`src/rtl/core/dhp_pkg.sv`:
```
// Types, constants and helpers for the decimal/hex text parser.
`timescale 1ns / 1ps
`default_nettype none

package dhp_pkg;

  localparam int unsigned CP_W   = 21;
  localparam int unsigned ACC_W  = 33;
  localparam int unsigned PROD_W = ACC_W + 4;
  localparam int unsigned VAL_W  = 64;

  // Characters the parser reacts to
  localparam logic [CP_W-1:0] CH_SPACE  = CP_W'(32'h20);
  localparam logic [CP_W-1:0] CH_PLUS   = CP_W'(32'h2B);
  localparam logic [CP_W-1:0] CH_MINUS  = CP_W'(32'h2D);
  localparam logic [CP_W-1:0] CH_DOLLAR = CP_W'(32'h24);
  localparam logic [CP_W-1:0] CH_ZERO   = CP_W'(32'h30);
  localparam logic [CP_W-1:0] CH_NINE   = CP_W'(32'h39);
  localparam logic [CP_W-1:0] CH_UP_A   = CP_W'(32'h41);
  localparam logic [CP_W-1:0] CH_UP_F   = CP_W'(32'h46);
  localparam logic [CP_W-1:0] CH_LO_A   = CP_W'(32'h61);
  localparam logic [CP_W-1:0] CH_LO_F   = CP_W'(32'h66);
  localparam logic [CP_W-1:0] CH_UP_X   = CP_W'(32'h58);
  localparam logic [CP_W-1:0] CH_LO_X   = CP_W'(32'h78);

  localparam logic [4:0] DIGIT_NONE = 5'd16;
  localparam logic [4:0] BASE_DEC   = 5'd10;
  localparam logic [4:0] BASE_HEX   = 5'd16;

  localparam logic [PROD_W-1:0] LIMIT_DEC_POS = PROD_W'(64'h7FFF_FFFF);
  localparam logic [PROD_W-1:0] LIMIT_DEC_NEG = PROD_W'(64'h8000_0000);
  localparam logic [PROD_W-1:0] LIMIT_HEX     = PROD_W'(64'hFFFF_FFFF);

  typedef enum logic [3:0] {
    PH_SPACE  = 4'b0001,
    PH_BASE   = 4'b0010,
    PH_ZERO   = 4'b0100,
    PH_DIGITS = 4'b1000
  } dhp_phase_e;

  typedef struct packed {
    logic [CP_W-1:0]         code_point;
    logic                    has_char;
    logic                    last;
    logic signed [VAL_W-1:0] fallback_value;
  } dhp_in_t;

  typedef struct packed {
    logic signed [VAL_W-1:0] result_value;
    logic                    used_fallback;
  } dhp_out_t;

  typedef struct packed {
    dhp_phase_e       phase;
    logic             neg;
    logic             hex;
    logic [ACC_W-1:0] acc;
    logic             failed;
    logic             seen;
  } dhp_state_t;

  localparam dhp_state_t STATE_RST = '{
    phase:  PH_SPACE,
    neg:    1'b0,
    hex:    1'b0,
    acc:    '0,
    failed: 1'b0,
    seen:   1'b0
  };

  // Digit value of a character, DIGIT_NONE if it is no hex digit.
  function automatic logic [4:0] digit_of(input logic [CP_W-1:0] c);
    logic [CP_W-1:0] off;
    off = '0;
    digit_of = DIGIT_NONE;
    if (c >= CH_ZERO && c <= CH_NINE) begin
      off = c - CH_ZERO;
      digit_of = off[4:0];
    end else if (c >= CH_UP_A && c <= CH_UP_F) begin
      off = c - CH_UP_A;
      digit_of = off[4:0] + 5'd10;
    end else if (c >= CH_LO_A && c <= CH_LO_F) begin
      off = c - CH_LO_A;
      digit_of = off[4:0] + 5'd10;
    end
  endfunction

endpackage

`default_nettype wire

```
`src/rtl/core/decimal_hex_integer_text_parser_top.sv`:
```
// Top level of the decimal/hex integer text parser.
//
//   Channel | Direction | Handshake             | Payload
//   --------+-----------+-----------------------+------------------------------
//   in      | request   | in_valid_i/in_ready_o | in_req_i   (dhp_in_t)
//   out     | response  | out_valid_o/out_ready_i | out_rsp_o (dhp_out_t)
//
// One character per cycle unless stalled as below: a request is held in
// the input register, then the parse step updates the parser state from it
// in a single pass. A request with last set also loads the response register
// at the end of that step, so the response shows after the input register.
// Reset clears the parser state and both valid flags; no clearing pass.
// A last request held in the input register waits while the response
// register holds a response that is not taken in that cycle; new requests
// stall behind it.
`timescale 1ns / 1ps
`default_nettype none

module decimal_hex_integer_text_parser_top (
  input  wire                clk_i,
  input  wire                rst_ni,
  input  wire                in_valid_i,
  output logic               in_ready_o,
  input  dhp_pkg::dhp_in_t   in_req_i,
  output logic               out_valid_o,
  input  wire                out_ready_i,
  output dhp_pkg::dhp_out_t  out_rsp_o
);
  import dhp_pkg::*;

  // Input register
  logic       in_valid_q, in_valid_d;
  dhp_in_t    in_req_q;

  // Parser state
  dhp_state_t state_q, state_d;
  dhp_state_t step_nxt;

  // Response register
  logic       out_valid_q, out_valid_d;
  dhp_out_t   out_rsp_q;
  dhp_out_t   step_rsp;

  logic       out_free;
  logic       advance;
  logic       accept;

  dhp_step u_step (
    .cur_i (state_q),
    .req_i (in_req_q),
    .nxt_o (step_nxt),
    .rsp_o (step_rsp)
  );

  // Response slot is free if empty or drained this cycle
  assign out_free = !out_valid_q || out_ready_i;
  // Advance the held request; a last request needs a free response slot
  assign advance  = in_valid_q && (!in_req_q.last || out_free);
  assign in_ready_o = !in_valid_q || advance;
  assign accept   = in_valid_i && in_ready_o;

  always_comb begin
    in_valid_d = in_valid_q;
    if (accept) begin
      in_valid_d = 1'b1;
    end else if (advance) begin
      in_valid_d = 1'b0;
    end
  end

  // Drop back to the reset state after each string ends
  always_comb begin
    state_d = state_q;
    if (advance) begin
      state_d = in_req_q.last ? STATE_RST : step_nxt;
    end
  end

  always_comb begin
    out_valid_d = out_valid_q;
    if (advance && in_req_q.last) begin
      out_valid_d = 1'b1;
    end else if (out_ready_i) begin
      out_valid_d = 1'b0;
    end
  end

  always_ff @(posedge clk_i or negedge rst_ni) begin
    if (!rst_ni) begin
      in_valid_q  <= 1'b0;
      out_valid_q <= 1'b0;
      state_q     <= STATE_RST;
    end else begin
      in_valid_q  <= in_valid_d;
      out_valid_q <= out_valid_d;
      state_q     <= state_d;
    end
  end

  // Payload registers: input on accept, response when a last request advances; hold otherwise
  always_ff @(posedge clk_i) begin
    if (accept) begin
      in_req_q <= in_req_i;
    end
    if (advance && in_req_q.last) begin
      out_rsp_q <= step_rsp;
    end
  end

  assign out_valid_o = out_valid_q;
  assign out_rsp_o   = out_rsp_q;

endmodule

`default_nettype wire

```
`src/rtl/core/dhp_step.sv`:
```
// Per-character parse step: next parser state and the end-of-string result.
`timescale 1ns / 1ps
`default_nettype none

module dhp_step (
  input  dhp_pkg::dhp_state_t cur_i,
  input  dhp_pkg::dhp_in_t    req_i,
  output dhp_pkg::dhp_state_t nxt_o,
  output dhp_pkg::dhp_out_t   rsp_o
);
  import dhp_pkg::*;

  logic [CP_W-1:0]          c;
  logic [4:0]               digit;
  logic [4:0]               base;
  logic [PROD_W-1:0]        limit;
  logic [PROD_W-1:0]        prod;
  logic [PROD_W-1:0]        sum;
  logic                     dig_bad;
  logic                     take_dig;
  dhp_state_t               nxt;
  logic                     fail;
  logic signed [ACC_W-1:0]  mag;
  logic signed [VAL_W-1:0]  val;

  assign c     = req_i.code_point;
  assign digit = digit_of(c);
  assign base  = cur_i.hex ? BASE_HEX : BASE_DEC;
  assign limit = cur_i.hex ? LIMIT_HEX : (cur_i.neg ? LIMIT_DEC_NEG : LIMIT_DEC_POS);
  // acc * 16 or acc * 10 as shifts and one add
  assign prod  = cur_i.hex ? {cur_i.acc, 4'b0000}
                           : ({1'b0, cur_i.acc, 3'b000} + {3'b000, cur_i.acc, 1'b0});
  assign sum     = prod + PROD_W'(digit);
  assign dig_bad = digit >= base;

  always_comb begin
    nxt      = cur_i;
    take_dig = 1'b0;
    if (req_i.has_char && !cur_i.failed) begin
      unique case (cur_i.phase) inside
        PH_SPACE, PH_BASE: begin
          if (cur_i.phase == PH_SPACE && c == CH_SPACE) begin
            nxt = cur_i;
          end else if (cur_i.phase == PH_SPACE && (c == CH_PLUS || c == CH_MINUS)) begin
            nxt.neg   = (c == CH_MINUS);
            nxt.phase = PH_BASE;
          end else if (c == CH_DOLLAR) begin
            nxt.hex   = 1'b1;
            nxt.phase = PH_DIGITS;
          end else if (c == CH_ZERO) begin
            nxt.acc   = '0;
            nxt.seen  = 1'b1;
            nxt.phase = PH_ZERO;
          end else begin
            take_dig = 1'b1;
          end
        end
        PH_ZERO: begin
          if (c == CH_LO_X || c == CH_UP_X) begin
            nxt.hex   = 1'b1;
            nxt.seen  = 1'b0;
            nxt.acc   = '0;
            nxt.phase = PH_DIGITS;
          end else begin
            take_dig = 1'b1;
          end
        end
        PH_DIGITS: take_dig = 1'b1;
        default:   take_dig = 1'b1;
      endcase
      if (take_dig) begin
        nxt.phase = PH_DIGITS;
        if (dig_bad) begin
          nxt.failed = 1'b1;
        end else begin
          nxt.acc  = sum[ACC_W-1:0];
          nxt.seen = 1'b1;
          if (sum > limit) begin
            nxt.failed = 1'b1;
          end
        end
      end
    end
  end

  assign fail = nxt.failed || nxt.phase == PH_SPACE || nxt.phase == PH_BASE || !nxt.seen;

  // Hex wraps into the signed 32-bit range; decimal stays below 2^31 + 1
  assign mag = nxt.hex ? {nxt.acc[31], nxt.acc[31:0]} : nxt.acc;
  assign val = VAL_W'(mag);

  assign nxt_o              = nxt;
  assign rsp_o.used_fallback = fail;
  assign rsp_o.result_value  = fail ? req_i.fallback_value
                             : (nxt.neg ? (VAL_W'(0) - val) : val);

endmodule

`default_nettype wire

```
`config.mk`:
```
export PLATFORM = sky130hd
export DESIGN_NAME = decimal_hex_integer_text_parser_top
export DESIGN_NICKNAME = d
export VERILOG_FILES = /design/src/rtl/core/dhp_pkg.sv /design/src/rtl/core/decimal_hex_integer_text_parser_top.sv /design/src/rtl/core/dhp_step.sv
export SDC_FILE = /design/constraint.sdc
export NUM_CORES = 1
export LEC_CHECK = 0
export BUFFER_PORTS_ARGS = -buffer_cell sky130_fd_sc_hd__buf_2
export CAP_MARGIN = 20
export CELL_PAD_IN_SITES_DETAIL_PLACEMENT = 1
export CELL_PAD_IN_SITES_GLOBAL_PLACEMENT = 1
export CORE_UTILIZATION = 50
export DETAILED_ROUTE_END_ITERATION = 12
export GPL_ROUTABILITY_DRIVEN = 0
export GPL_TIMING_DRIVEN = 0
export MAX_ROUTING_LAYER = met4
export PLACE_DENSITY_LB_ADDON = 0.12
export SYNTH_ARGS = -nofsm -noshare
export SYNTH_HDL_FRONTEND = slang
export SYNTH_SLANG_ARGS = --single-unit
```
`constraint.sdc`:
```
create_clock -name clk_i -period 15.4 [get_ports clk_i]
set_input_delay 3.08 -clock clk_i [delete_from_list [all_inputs] [get_ports clk_i]]
set_output_delay 3.08 -clock clk_i [all_outputs]
set_load 0.1 [all_outputs]
```
==> metrics.md <==
| Metric | Value |
|---|---|
| Top layer in use | `met4` |
| Worst clock skew | `0.0148 ns` |
| Post-synthesis cell count | `1379` |
| Critical Path Source Type | `flop` |
| Status | `finished, final reports clean` |
| CTS tree | `done` |
| NumNets Final | `1725` |
| Setup CP Type | `flop to flop` |
| Post-synthesis cell type count | `100` |
| Worst hold path startpoint | `state_q[37]` |
| Reg-to-reg slack, setup | `5.73 ns` |
| Critical Path RT | `15.60 ns` |
| Leading area contributor after synthesis | `edfxtp_1` |
| Initial antenna violation count | `1` |
| R2r endpoint | `out_rsp_o[28]` |
| Vias/cell | `6.52` |
| TritonCTS buffer count | `17` |
| DP Worst Slack | `6.03 ns` |
| Syn nets | `1546` |
| H-Tree Depth | `4` |
| Row count | `60` |
| Die Y | `168 um` |
| Setup crit end kind | `flop` |
| Clock insertion delay at the later pin of the skew report | `0.46 ns` |
| # DRC | `0` |
| Sequential share of the synthesized area | `41.1%` |
| Ys Warns | `0` |
| CTS Root Cell | `clkbuf_16` |
| # setup viols final | `0` |
| Die area | `0.0281 mm2` |
| Setup TNS | `0 ns` |
| Post-synth top area share | `33.2%` |
| Reg2Reg Depth | `29` |
| Grt ovf | `0` |
| DRT met1 WL | `18.5 mm` |
| Peak VDD IR | `0.0658 mV` |
| #FFs+latches synth | `195` |
| Gr usage total | `34.7%` |
| Clock power share | `38.7%` |
| Comb power frac | `11.8%` |
| Reg clk slew, reported paths | `0.08 ns` |
| Synth Cell Area | `0.0137 mm2` |
| Vias | `12500` |
| Slew headroom | `20.0%` |
| Critical path fanouts, max | `10` |
| Max Cap Viol | `0` |
| DR WL met3 | `2.80 mm` |
| Count leader, synth | `edfxtp_1` |
| P_sw | `362 uW` |
| Met2 WL post-DR | `23.4 mm` |
| First drt pass iteration count | `5` |
| Sequential share of power | `49.6%` |
| DRT antenna net count | `0` |
| Asr flop ratio synth | `22.1%` |
| Syn_area_per_cell | `9.96 um2` |
| PostCTS Resize Cnt | `0` |
| Reg-to-Reg Start | `state_q[35]` |
| Most used cell, CP | `buf_2` |
| PwrDens | `78.6 mW/mm2` |
| Hold Crit Depth | `2` |
| Hold crit path type | `flop to flop` |
| Vias in the first global route | `13100` |
| Critical path arrival | `9.88 ns` |
| Crit path time final | `9.67 ns` |
| Slew Limit Fails | `0` |
| Critical Path Max Stage Delay | `0.59 ns` |
| Die Span X | `168 um` |
| Endpoints failing hold | `0` |
| PortBufs | `157` |
| Final period utilization | `62.8%` |
| CTS Buffer Depth | `2` |
| Hold Path Sink | `state_q[37]` |
| DR iter-0 viols | `911` |
| Switching share of power | `29.5%` |
| Post-synth EDFFs | `152` |
| Area Growth Syn to Fin | `13.8%` |
| Highest clock rate | `0.103 GHz` |
| Post-DR wirelength/cell | `24.3 um` |
| Worst hold slack | `0.542 ns` |
| Share of cells above drive strength 1 | `17.2%` |
| Largest net degree at the start of global routing | `69` |
| Post-CTS Setup Repair Bufs | `0` |
| Leakage | `0.00659 uW` |
| Number of fill cells | `3007` |
| Top cells by count, synth | `edfxtp_1 (152), nand2_1 (123), o21ai_0 (85), nor2_1 (78), ha_1 (74)` |
| Synth area leaders | `edfxtp_1 (33%), dfrtp_1 (7.7%), ha_1 (6.7%)` |
| IO Pins | `158` |
| RSZ-0062 raised after global routing | `no` |
| Hold Buf Count CTS | `0` |
| Fin worst setup slack | `5.73 ns` |
| Top FF cell, synth | `edfxtp_1` |
| CORE AREA | `0.0270 mm2` |
| Detail Placement HPWL | `35.0 mm` |
| P_int | `867 uW` |
| Final WL | `46.6 mm` |
| Worst slew pin tran | `1.17 ns` |
| Initial Utilization | `51.0%` |
| CTS Sinks | `195` |
| First-pass GRT wire length | `72.5 mm` |
| Crit-path slowest cell | `clkbuf_1` |
## how the worst max path moves through the flow
stage	start	to	slack (ns)
4_1_cts	state_q[35]	out_rsp_o[28]	5.93
5_1_grt	state_q[35]	out_rsp_o[28]	5.05
6_report	state_q[35]	out_rsp_o[28]	5.73
3_3_place_gp	state_q[35]	out_rsp_o[31]	6.23
3_5_place_dp	state_q[35]	out_rsp_o[28]	6.03
2_1_floorplan	out_ready_i	in_ready_o	8.24
## per-layer routing
metal,GRT usage [%],up-vias
met2,59.2,488
met4,15.6,0
met5,-,-
li1,-,5684
met1,39.8,6154
met3,6.33,139
## kinds of logic after synthesis
group / after synthesis / synth area share [%]
muxes: 80 / 6.17
buffers and inverters: 130 / 3.88
xor gates and xnor gates: 62 / 3.95
AOI/OAI and AO/OA: 417 / 21.7
DFF: 195 / 41.1
and+or+nand+nor: 419 / 16.2
adders and majority gates: 76 / 7.03
## sequential cells by signal (all words and copies together), names as in the netlist
register	count
in_req_q	87
in_valid_q	1
out_rsp_o	65
out_valid_o	1
state_q	41
## layout make-up
| class | instances | area (um2) | share of cell area, % |
|---|---|---|---|
| Antenna cell | 1 | 2.50 | 0.0160 |
| Sequential cell | 195 | 5640 | 36.1 |
| Timing Repair Buffer | 160 | 838 | 5.36 |
| Multi-Input combinational cell | 1054 | 7560 | 48.4 |
| Clock buffer | 17 | 425 | 2.72 |
| Buffer | 63 | 282 | 1.80 |
| Tap cell | 341 | 427 | 2.73 |
| Inverter | 67 | 254 | 1.62 |
| Clock inverter | 15 | 200 | 1.28 |
## layout by cell type, fill, tap and decap left out, types with 42 or more instances in the layout
cell type,synthesis,layout
a21oi_1,67,67
buf_2,18,175
dfrtp_1,42,42
edfxtp_1,152,152
ha_1,74,74
inv_1,67,66
mux2i_1,43,43
nand2_1,123,123
nor2_1,78,78
o21ai_0,85,85
xnor2_1,42,42
## stage by stage
| stage | util, % | cell area (um2) | cells | power [uW] |
|---|---|---|---|---|
| 2_1_floorplan | - | 13700 | 1379 | 717 |
| 3_3_place_gp | 55.5 | 14900 | 1877 | 756 |
| 3_5_place_dp | 55.6 | 15000 | 1878 | 762 |
| 4_1_cts | 57.9 | 15600 | 1910 | 1230 |
| 5_1_grt | 58.0 | 15600 | 1913 | 1260 |
| 6_report | 58.0 | 15600 | 1913 | 1230 |
## power by group through the flow
stage | clock network [uW] | registers (uW) | logic, uW
6_report | 475 | 609 | 145
5_1_grt | 497 | 611 | 151
4_1_cts | 479 | 609 | 144
3_5_place_dp | 0 | 620 | 142
3_3_place_gp | 0 | 620 | 136
2_1_floorplan | 0 | 682 | 35.4
## worst max-delay path: cells and delay by family, from the launching register on
kind | cells | cell delay [ns]
AO/OA/AOI/OAI | 7 | 1.63
XOR/XNOR | 1 | 0.29
adder cells (fa/ha/maj) | 2 | 0.76
buffers and inverters | 10 | 3.46
flip-flops | 1 | 0.38
multiplexers | 1 | 0.36
AND/OR/NAND/NOR | 8 | 2.51
(Power assumes the default switching activity.)
